[config.mk]
export PLATFORM = sky130hd
export DESIGN_NAME = abkf_ctrl
export DESIGN_NICKNAME = d
export VERILOG_FILES = /design/src/sv/abkf_pkg.sv /design/src/sv/abkf_ctrl.sv
export SDC_FILE = /design/constraint.sdc
export NUM_CORES = 1
export LEC_CHECK = 0
export BUFFER_PORTS_ARGS = -buffer_cell sky130_fd_sc_hd__buf_2
export CAP_MARGIN = 20
export CORE_AREA = 2 2 39 41
export CTS_CLUSTER_DIAMETER = 200
export DETAILED_ROUTE_END_ITERATION = 7
export DIE_AREA = 0 0 41 43
export HOLD_SLACK_MARGIN = 0.08
export PLACE_DENSITY = 0.77
export SLEW_MARGIN = 20
export SYNTH_ARGS = -nofsm -noshare
export SYNTH_HDL_FRONTEND = slang
export SYNTH_SLANG_ARGS = --single-unit
[constraint.sdc]
create_clock -name clk -period 1.8 [get_ports clk]
set_input_delay 0.18 -clock clk [delete_from_list [all_inputs] [get_ports clk]]
set_output_delay 0.18 -clock clk [all_outputs]
set_load 0.01 [all_outputs]
[src/sv/abkf_pkg.sv]
`timescale 1ns / 1ps

package abkf_pkg;

    // Word format of the filter state.
    localparam int WORD_W = 32;
    localparam int FRAC   = 24;

    // Operand and product widths of the shared multiplier.
    localparam int OPA_W  = 33;
    localparam int OPB_W  = 36;
    localparam int PROD_W = OPA_W + OPB_W;

    // Time step limits, 1 ms and 10 ms in Q0.24.
    localparam logic [17:0] DT_MIN = 18'd16777;
    localparam logic [17:0] DT_MAX = 18'd167772;

    // Reported angle limit, 180 degrees in Q16.16.
    localparam logic signed [31:0] ANGLE_OUT_MAX = 32'sd11796480;

    // Reset values.
    localparam logic signed [31:0] COV_AA_INIT = 32'sd167772160;
    localparam logic signed [31:0] COV_BB_INIT = 32'sd1677722;
    localparam logic [24:0] ANGLE_NOISE_INIT = 25'd16777;
    localparam logic [24:0] BIAS_NOISE_INIT  = 25'd50332;
    localparam logic [22:0] BIAS_LIMIT_INIT  = 23'd655360;

    localparam logic signed [31:0] WORD_MAX = 32'sh7FFF_FFFF;
    localparam logic signed [31:0] WORD_MIN = 32'sh8000_0000;

    // Configuration register indexes.
    localparam logic [1:0] CFG_ANGLE_NOISE = 2'd0;
    localparam logic [1:0] CFG_BIAS_NOISE  = 2'd1;
    localparam logic [1:0] CFG_BIAS_LIMIT  = 2'd2;

    // Multiply steps of one filter update, in issue order.
    typedef enum logic [3:0] {
        OP_DT_BB   = 4'd0,
        OP_DT_RATE = 4'd1,
        OP_DT_AA   = 4'd2,
        OP_BPN_DT  = 4'd3,
        OP_K0_Y    = 4'd4,
        OP_K1_Y    = 4'd5,
        OP_K1_AA   = 4'd6,
        OP_K0_AA   = 4'd7,
        OP_K1_AB   = 4'd8,
        OP_K0_AB   = 4'd9
    } op_t;

    // Commands from the controller to the datapath.
    typedef struct packed {
        logic load;
        logic mul_en;
        logic wb_en;
        op_t  op;
        logic div_start;
        logic out_load;
    } cmd_t;

    // Status from the datapath to the controller.
    typedef struct packed {
        logic div_done;
        logic out_free;
    } stat_t;

    // Saturate a widened sum to the signed word range.
    function automatic logic signed [31:0] sat_word(input logic signed [33:0] x);
        logic signed [31:0] r;
        if (x > 34'(WORD_MAX)) begin
            r = WORD_MAX;
        end else if (x < 34'(WORD_MIN)) begin
            r = WORD_MIN;
        end else begin
            r = x[31:0];
        end
        return r;
    endfunction

    // Drop FRAC fraction bits, round half away from zero, saturate.
    function automatic logic signed [31:0] rnd_mul(input logic signed [PROD_W-1:0] p);
        logic                neg;
        logic [PROD_W-1:0]   mag;
        logic [PROD_W:0]     sum;
        logic [PROD_W-FRAC:0] q;
        logic                big;
        logic signed [31:0]  r;
        neg = p[PROD_W-1];
        mag = neg ? PROD_W'(-p) : PROD_W'(p);
        sum = {1'b0, mag} + (PROD_W+1)'(1 << (FRAC - 1));
        q   = sum[PROD_W:FRAC];
        big = |q[PROD_W-FRAC:31];
        if (neg) begin
            r = big ? WORD_MIN : -$signed({1'b0, q[30:0]});
        end else begin
            r = big ? WORD_MAX : $signed({1'b0, q[30:0]});
        end
        return r;
    endfunction

endpackage

[src/sv/abkf_ctrl.sv]
`timescale 1ns / 1ps

module abkf_ctrl (
    input  logic             clk,
    input  logic             rst_n,
    input  logic             in_valid,
    output logic             in_ready,
    input  abkf_pkg::stat_t  stat,
    output abkf_pkg::cmd_t   cmd
);
    import abkf_pkg::*;

    typedef enum logic [4:0] {
        S_IDLE = 5'b00001,
        S_MUL  = 5'b00010,
        S_WB   = 5'b00100,
        S_DIV  = 5'b01000,
        S_OUT  = 5'b10000
    } state_t;

    state_t state_reg, state_next;
    op_t    op_reg, op_next;

    // Sequence the multiply steps, the gain division and the result.
    always_comb
    begin
        state_next    = state_reg;
        op_next       = op_reg;
        cmd.load      = 1'b0;
        cmd.mul_en    = 1'b0;
        cmd.wb_en     = 1'b0;
        cmd.op        = op_reg;
        cmd.div_start = 1'b0;
        cmd.out_load  = 1'b0;
        unique case (state_reg)
            S_IDLE: begin
                if (in_valid) begin
                    cmd.load   = 1'b1;
                    op_next    = OP_DT_BB;
                    state_next = S_MUL;
                end
            end
            S_MUL: begin
                cmd.mul_en = 1'b1;
                state_next = S_WB;
            end
            S_WB: begin
                cmd.wb_en = 1'b1;
                if (op_reg == OP_BPN_DT) begin
                    cmd.div_start = 1'b1;
                    state_next    = S_DIV;
                end else if (op_reg == OP_K0_AB) begin
                    state_next = S_OUT;
                end else begin
                    op_next    = op_t'(op_reg + 4'd1);
                    state_next = S_MUL;
                end
            end
            S_DIV: begin
                if (stat.div_done) begin
                    op_next    = OP_K0_Y;
                    state_next = S_MUL;
                end
            end
            S_OUT: begin
                if (stat.out_free) begin
                    cmd.out_load = 1'b1;
                    state_next   = S_IDLE;
                end
            end
            default: state_next = S_IDLE;
        endcase
    end

    always_ff @(posedge clk or negedge rst_n)
    begin
        if (!rst_n) begin
            state_reg <= S_IDLE;
            op_reg    <= OP_DT_BB;
        end else begin
            state_reg <= state_next;
            op_reg    <= op_next;
        end
    end

    assign in_ready = (state_reg == S_IDLE);

endmodule

; Word level (Yosys, flattened, before mapping)
; Cells that the tools add are included.
[classes]
mux = 19
n_reduce_logical = 3
add_sub_neg = 1
eq_ne = 12
[ops]
columns = cell, count
row1 = $mux 5, 5
row2 = $pmux 5 s5, 1
row3 = $mux 4, 4
row4 = $pmux 4 s3, 1
row5 = $ne 2x2->1 const B, 5
row6 = $mux 1, 8
row7 = $eq 5x1->1 const B, 1
row8 = $eq 5x2->1 const B, 1
row9 = $eq 5x3->1 const B, 1
row10 = $eq 5x4->1 const B, 1
row11 = $eq 5x5->1 const B, 1
row12 = $reduce_and 5->1, 1
row13 = $add 4x1->4 const B, 1
row14 = $eq 4x2->1 const B, 1
row15 = $eq 4x4->1 const B, 1
row16 = $reduce_and 3->1, 1
row17 = $reduce_bool 3->1, 1
[totals]
reg_bits = 9
word_cells = 37
output_inout_bits = 10
in_bits = 5

; Logic depth before layout (Yosys ltp)
; Gate-level depths: netlist of run 1.
[depth]
word_depth = 4
mapped_depth = 7
mapped_depth_nobuf = 7

; Worst setup path after synthesis of run 1
; Ideal clock, no wire load.
[synth_timing]
path_type = register to output
startpoint = register state_reg[2]
endpoint = output cmd[8] (netlist name)
t_required_ps = 1620
path_stages_with_launch = 5
slack_ps = 101
path_buffers = 1
t_arrival_ps = 1519
path_cell_list = dfrtp_1 > or2_1 > buf_6 > nor4b_1 > and2_1
[synth_lines]
columns = item, line
row1 = from (decl), abkf_ctrl.sv:21  ; state_t state_reg, state_next;
row2 = from (signal assigned), abkf_ctrl.sv:81  ; state_reg <= state_next;
row3 = to (decl), abkf_ctrl.sv:9  ; output abkf_pkg::cmd_t cmd

==> key figures, run 1 <==
Status
  – Status: completed

GRT
  – Vias in the first global route: 437
  – Largest net degree at the start of global routing: 10
  – Total grt overflow: 0
  – First-pass GRT wire length: 1910 um
  – Initial antenna violation count: 0
  – Gr usage total: 16.8%

Pwr
  – Pwr per Cell Area: 1040 nW/um^2
  – Static Leak: 0.372 nW
  – Worst vdd ir: 0.463 mV

Drt
  – Total wire length: 1330 um
  – Drt wl/cell: 13.4 um
  – Vias: 542
  – Drt pass-1 iters: 4
  – Antenna Nets Post-Route: 0
  – Iteration-0 DRC Markers: 5
  – Drt via density: 5.47
  – DRC viols: 0

Timing
  – Tmin final: 1740 ps
  – Final period utilization: 96.5%
  – Setup WS post-layout: 62.7 ps
  – Final setup TNS: 0 ps
  – Worst Clk Skew: 4.46 ps
  – Setup Viol. Count Final: 0
  – Final hold vios: 0
  – Max-slew violations: 0
  – RSZ-0062 raised after global routing: yes
  – Fmax achieved: 576 MHz
  – Least-Margin Pin Slew: 301 ps
  – Relative slew slack: 79.8%

Job
  – Max Cap Viol: 0

Synth
  – Synth cell count leaders: dfrtp_1 (8), nor2_1 (7), inv_1 (5)
  – Count leader, synth: dfrtp_1
  – Synth unique cells: 32
  – Synth top area share: 34.9%
  – Ranking of synthesized cells by area: dfrtp_1 (35%), dfstp_2 (4.6%), nor2_1 (4.6%), ha_1 (4.4%), nor3_1 (3.5%)
  – Synthesized area per cell: 9.12 um^2
  – Cells after Synth: 63
  – Syn nets: 70
  – Async set-reset flop share out of synthesis: 100%
  – Ys flop type: dfrtp_1
  – Synth warn: 0
  – EDFF count, synth: 0
  – Post-Syn Area: 574 um^2
  – Register area share after synthesis: 39.4%
  – Synth Register Bits: 9
  – Dominant cell type by area after synthesis: dfrtp_1

Setup path
  – R2r setup slk: 120 ps
  – Worst EP required: 1620 ps
  – Setup crit end kind: primary output
  – Max FO, Critical Path: 9
  – Worst reg2reg path startpoint: op_reg[0]
  – Worst path cell trace: nor3_4 > nand3b_1 > nor2_2 > nand2_2 > nor2_1 > buf_2
  – Crit Path Category: reg -> out
  – CP max stage delay: 490 ps
  – CP top delay family: simple AND/OR/NAND/NOR gates
  – Slowest stage cell, crit path: dfrtp_2
  – Worst path bufs/invs: 1
  – Worst r2r dst: op_reg[1]
  – R2R cell count: 6
  – Worst setup SP type: register
  – Worst EP arrival: 1560 ps

Final layout
  – Max reg flops: 5
  – Filler cell count: 138
  – Post-layout nets: 91
  – Cell area after layout: 741 um^2
  – Share of layout cells above drive strength 1: 42.2%
  – Synthesis-to-finish area growth: 29.0%
  – Diode count: 0

Placement
  – Detailed Place HPWL: 938 um
  – Pre-CTS WS: 147 ps
  – Port bufs: 14
  – Final Wtd Congestion: 0.827
  – Area after DPL: 653 um^2

Hold path
  – Worst Hold End: state_reg[3]
  – Hold Startpoint: stat[1]
  – Path type of the worst min-delay path: in -> reg
  – WHS Path Cells: 3

Floorplanning
  – # rows: 14
  – Starting Density: 41.5%
  – Die height: 43 um
  – Full die area: 1760 um^2
  – Chip width: 41 um
  – I/O pin count: 15
  – Core area: 1380 um^2

Clock tree
  – CTS Buf Count: 3
  – Clock latency on the worst-skew pair: 260 ps
  – H-tree levels: 1
  – CTS tree: built
  – Max Root-Sink Buffers: 2
  – Reg clk slew, reported paths: 60 ps
  – # clock sinks: 9
  – Root buf cell: clkbuf_4
[tightest hold or removal path, cell delays in order]
cell and delay, ps:
buf_2 70, inv_1 50, o2bb2ai_1 110
[how the worst max path moves through the flow]
stage	from	cells past startpoint	to
global route	state_reg[1]	6	cmd[1]
floorplan	state_reg[2]	4	cmd[8]
CTS	state_reg[3]	4	cmd[8]
finish	state_reg[4]	6	cmd[1]
global placement	op_reg[1]	7	op_reg[1]
detailed placement	op_reg[0]	6	op_reg[1]
[per-stage QoR]
| step | util [%] | instances | hold slack, ps | power [W] |
|---|---|---|---|---|
| 4_1_cts | 50.8 | 97 | 185 | 0.000733 |
| 5_1_grt | 53.5 | 99 | 196 | 0.000829 |
| 6_report | 53.5 | 99 | 185 | 0.000772 |
| 2_1_floorplan | - | 63 | -116 | 0.000485 |
| 3_5_place_dp | 47.2 | 92 | 42.2 | 0.000559 |
| 3_3_place_gp | 47.2 | 92 | 37.9 | 0.000554 |
[kinds of logic after synthesis]
group	count (synthesis)	synth area share, %
xor gates and xnor gates	1	1.53
AOI/OAI and AO/OA	13	17.0
adders and majority gates	2	4.36
and+or+nand+nor	29	27.9
buffers and inverters	8	7.84
DFF	9	39.4
muxes	1	1.96
[cell type report]
cell class / instances / area [um^2] / share of cell area [%]
tap: 16 / 20.0 / 2.70
inverter: 5 / 18.8 / 2.53
timing repair buffer: 19 / 110 / 14.9
clock buffer: 4 / 26.3 / 3.55
sequential: 9 / 229 / 30.9
multi-input combinational: 46 / 337 / 45.4
[cells in the final DEF (no fill, tap or decap), types with 2 or more instances in the layout]
cell      instances
a21oi_1           2
buf_2            14
buf_4             4
clkbuf_4          3
dfrtp_1           6
dfrtp_2           2
ha_1              2
inv_1             5
nand2_1           3
nand3_1           2
nor2_1            6
nor2b_1           2
nor3_1            3
nor4_1            2
o21ai_0           3
[what timing repair did]
action	in CTS	in global routing
setup buffers	0	2
resized for setup	3	6
endpoints found under the hold margin	9	0
cloned	0	0
pin swaps	0	3
setup endpoints to repair	2	2
hold buffers	1	0
[per-layer routing]
metal | track usage, % | share of wire (%)
met1 | 23.0 | 43
met4 | 12.0 | 2.2
met2 | 22.8 | 47
met5 | 0 | 0
met3 | 3.14 | 6.9
[power breakdown]
part | internal (W) | switching, W | leakage, nW
Clock | 0.0000853 | 0.0000687 | 0.0150
Sequential | 0.000239 | 0.0000464 | 0.118
Combinational | 0.000156 | 0.000176 | 0.239
Note: power is estimated with default switching activity, not from simulation.
==> run 2: changes to the inputs <==
--- a/config.mk
+++ b/config.mk
@@ -5,6 +5,7 @@
 export SDC_FILE = /design/constraint.sdc
 export NUM_CORES = 1
 export LEC_CHECK = 0
+export ABC_AREA = 1
 export BUFFER_PORTS_ARGS = -buffer_cell sky130_fd_sc_hd__buf_2
 export CAP_MARGIN = 20
 export CORE_AREA = 2 2 39 41
@@ -12,7 +13,7 @@
 export DETAILED_ROUTE_END_ITERATION = 7
 export DIE_AREA = 0 0 41 43
 export HOLD_SLACK_MARGIN = 0.08
-export PLACE_DENSITY = 0.77
+export PLACE_DENSITY = 0.8
 export SLEW_MARGIN = 20
 export SYNTH_ARGS = -nofsm -noshare
 export SYNTH_HDL_FRONTEND = slang
==> run 2 against run 1 <==
Effect of this change:
- global-route usage shrank 0.12 points
- core utilization shrank 0.27 points
- sequential share of layout area shrank 0.18 points
- synthesized cell count grew 27%
- critical path type unchanged
- critical endpoint unchanged
- largest power group unchanged
- critical path depth is the same
- clock skew shrank 3.7 ps
- non-clock buffer count shrank 4
- hold slack lost 31 ps
- highest routed layer is now met3
- sequential power grew 7.7%
- sequential cell count is the same
- routed wire length shrank 14%
==> key figures, run 2 <==
Setup path
  – Setup crit end kind: primary output
  – Max FO, Critical Path: 6 (-3)
  – Worst setup SP type: register
  – Most common cell type on the critical path: nor2_1
  – Worst path cell trace: ha_1 > inv_1 > nor2_1 > nand2_1 > nor2_1 > buf_2
  – Crit Path Category: reg -> out
  – Slowest stage cell, crit path: dfrtp_1
  – CP max stage delay: 440 ps (-50 ps)
  – Worst EP required: 1620 ps (about the same)
  – Worst EP arrival: 1390 ps (-170 ps)

GRT
  – Largest net degree at the start of global routing: 10 (unchanged)
  – Total grt overflow: 0 (unchanged)
  – Gr usage total: 16.7% (-0.12 points)
  – Vias in the first global route: 488 (+12%)
  – Initial antenna violation count: 0 (unchanged)
  – First-pass GRT wire length: 1990 um (+4.3%)

Drt
  – Vias: 555 (+2.4%)
  – Iteration-0 DRC Markers: 6 (+1)
  – Antenna Nets Post-Route: 0 (unchanged)
  – Drt via density: 4.83 (-12%)
  – Total wire length: 1150 um (-14%)
  – Drt pass-1 iters: 4 (unchanged)
  – DRC viols: 0 (unchanged)
  – Drt wl/cell: 9.97 um (-26%)

Synth
  – Synth cell count leaders: inv_1 (13), nand2_1 (13), nor2_1 (12)
  – Syn nets: 87 (+24%)
  – Async set-reset flop share out of synthesis: 100% (unchanged)
  – Post-Syn Area: 611 um^2 (+6.3%)
  – Register area share after synthesis: 37.1% (-2.3 points)
  – Synth top area share: 32.8% (-2.1 points)
  – Ranking of synthesized cells by area: dfrtp_1 (33%), inv_1 (8.0%), nand2_1 (8.0%), nor2_1 (7.4%), nand3_1 (6.6%)
  – EDFF count, synth: 0 (unchanged)
  – Cells after Synth: 80 (+27%)
  – Synth warn: 0 (unchanged)
  – Ys flop type: dfrtp_1
  – Dominant cell type by area after synthesis: dfrtp_1
  – Synth Register Bits: 9 (unchanged)
  – Synthesized area per cell: 7.63 um^2 (-16%)
  – Synth unique cells: 19 (-41%)

Clock tree
  – H-tree levels: 1 (unchanged)
  – Root buf cell: clkbuf_4
  – # Post-CTS Setup Buffers: 0 (unchanged)
  – # clock sinks: 9 (unchanged)
  – Max Root-Sink Buffers: 2 (unchanged)
  – Reg clk slew, reported paths: 60 ps (about the same)
  – CTS Buf Count: 3 (unchanged)
  – Clock latency on the worst-skew pair: 250 ps (about the same)
  – CTS tree: built

Final layout
  – Leading cell type in the layout, fill and taps excluded: buf_2
  – Most frequent cells in the layout: buf_2 (14), inv_1 (13), nand2_1 (13)
  – Share of layout cells above drive strength 1: 34.3% (-7.8 points)
  – Post-layout nets: 107 (+18%)
  – Final Non-Filler Cells: 115 (+16%)
  – Synthesis-to-finish area growth: 20.7%
  – Filler cell count: 133 (-3.6%)
  – Max reg flops: 5 (unchanged)
  – Diode count: 0 (unchanged)

Timing
  – Tmin final: 1570 ps (-164 ps)
  – Worst Clk Skew: 0.733 ps (-3.72 ps)
  – RSZ-0062 raised after global routing: no
  – Final setup TNS: 0 ps (unchanged)
  – Least-Margin Pin Slew: 205 ps (-96.2 ps)
  – Final hold vios: 0 (unchanged)
  – Max-slew violations: 0 (unchanged)
  – Fmax achieved: 636 MHz (+10%)
  – Setup WS post-layout: 227 ps (+164 ps)
  – Final period utilization: 87.4% (-9.1 points)
  – Setup Viol. Count Final: 0 (unchanged)
  – Relative slew slack: 86.3% (+6.6 points)

Floorplanning
  – I/O pin count: 15 (unchanged)
  – Full die area: 1760 um^2 (unchanged)
  – Die height: 43 um (unchanged)
  – # rows: 14 (unchanged)
  – Core area: 1380 um^2 (unchanged)
  – Chip width: 41 um (unchanged)
  – Starting Density: 44.1% (+2.6 points)

Pwr
  – Static Leak: 0.423 nW (+14%)
  – Worst vdd ir: 0.503 mV (+8.6%)
  – Pwr per Cell Area: 1170 nW/um^2 (+12%)

Status
  – Status: completed

Placement
  – Port bufs: 14 (unchanged)
  – Dpl cells: 110 (+20%)
  – Final Wtd Congestion: 0.758 (-8.3%)
  – Pre-CTS WS: 338 ps (+191 ps)
  – Detailed Place HPWL: 961 um (+2.5%)

Job
  – Max Cap Viol: 0 (unchanged)

Hold path
  – Path type of the worst min-delay path: in -> reg
==> run 2: cell count changes after synthesis, sizes merged, moves of 3 or more <==
cell,change
nor2,+9
nand3,+7
nand2,+13
nor3,-3
buf,-3
nand4,+4
inv,+12
==> run 2: per-layer routing <==
metal	GRT usage (%)	vias up	routed length (um)
li1	-	286	-
met1	18.5	248	471
met2	29.4	21	608
met3	4.71	0	68
met4	4.00	0	0
met5	0	-	0
==> run 2: final timing paths <==
| path | cells after the start | to | slack [ps] | start |
|---|---|---|---|---|
| setup / recovery | 6 | cmd[1] | 230 | op_reg[0] |
| setup reg to reg | 11 | op_reg[2] | 330 | op_reg[0] |
| max in group asynchronous | 2 | state_reg[0] | 1260 | rst_n |
| min in group asynchronous | 2 | op_reg[3] | 300 | rst_n |
| hold reg to reg | 2 | op_reg[3] | 540 | op_reg[3] |
| hold / removal | 2 | state_reg[4] | 150 | stat[0] |
==> run 2: worst max-delay path, delay by kind of cell (launching register included) <==
kind,cells,cell delay (ps)
DFF,1,440
adders and majority gates,1,200
and+or+nand+nor,3,330
buffers and inverters,2,170
==> run 2: timing repair <==
action / CTS / global route
endpoints found under the hold margin: 9 / 0
gates resized for setup: 0 / 0
hold buffers: 1 / 0
==> run 2: logic make-up (layout without fill, tap and decap cells) <==
family	count (synthesis)	count (layout)	share of synthesized area, %
fa+ha+maj	2	2	4.10
compound gates	3	3	2.66
buf+inv	18	37	11.3
simple gates	48	48	44.9
flops	9	9	37.1
==> run 2: power by group <==
part | total, W | switching [W] | internal [W]
registers | 0.000308 | 0.0000569 | 0.000251
clock network | 0.000147 | 0.0000626 | 0.0000849
logic | 0.000406 | 0.000256 | 0.000150
total | 0.000861 | 0.000376 | 0.000486
==> run 2: area by class of cell <==
type	instances	area (um^2)	share of cell area (%)
well taps	16	20.0	2.72
repair buffers	15	80.1	10.9
multi-input cells	53	315	42.8
clock buffers	4	26.3	3.57
inverters	18	68.8	9.34
flip-flops and latches	9	226	30.7
==> run 2: per-stage QoR <==
step	utilization, %	hold slack [ps]	area [um^2]	power, W
6_report	53.3	154	737	0.000861
5_1_grt	53.3	144	737	0.000946
4_1_cts	53.3	146	737	0.000878
3_5_place_dp	50.6	34.8	701	0.000721
3_3_place_gp	50.6	32.8	701	0.000708
2_1_floorplan	-	-116	611	0.000618
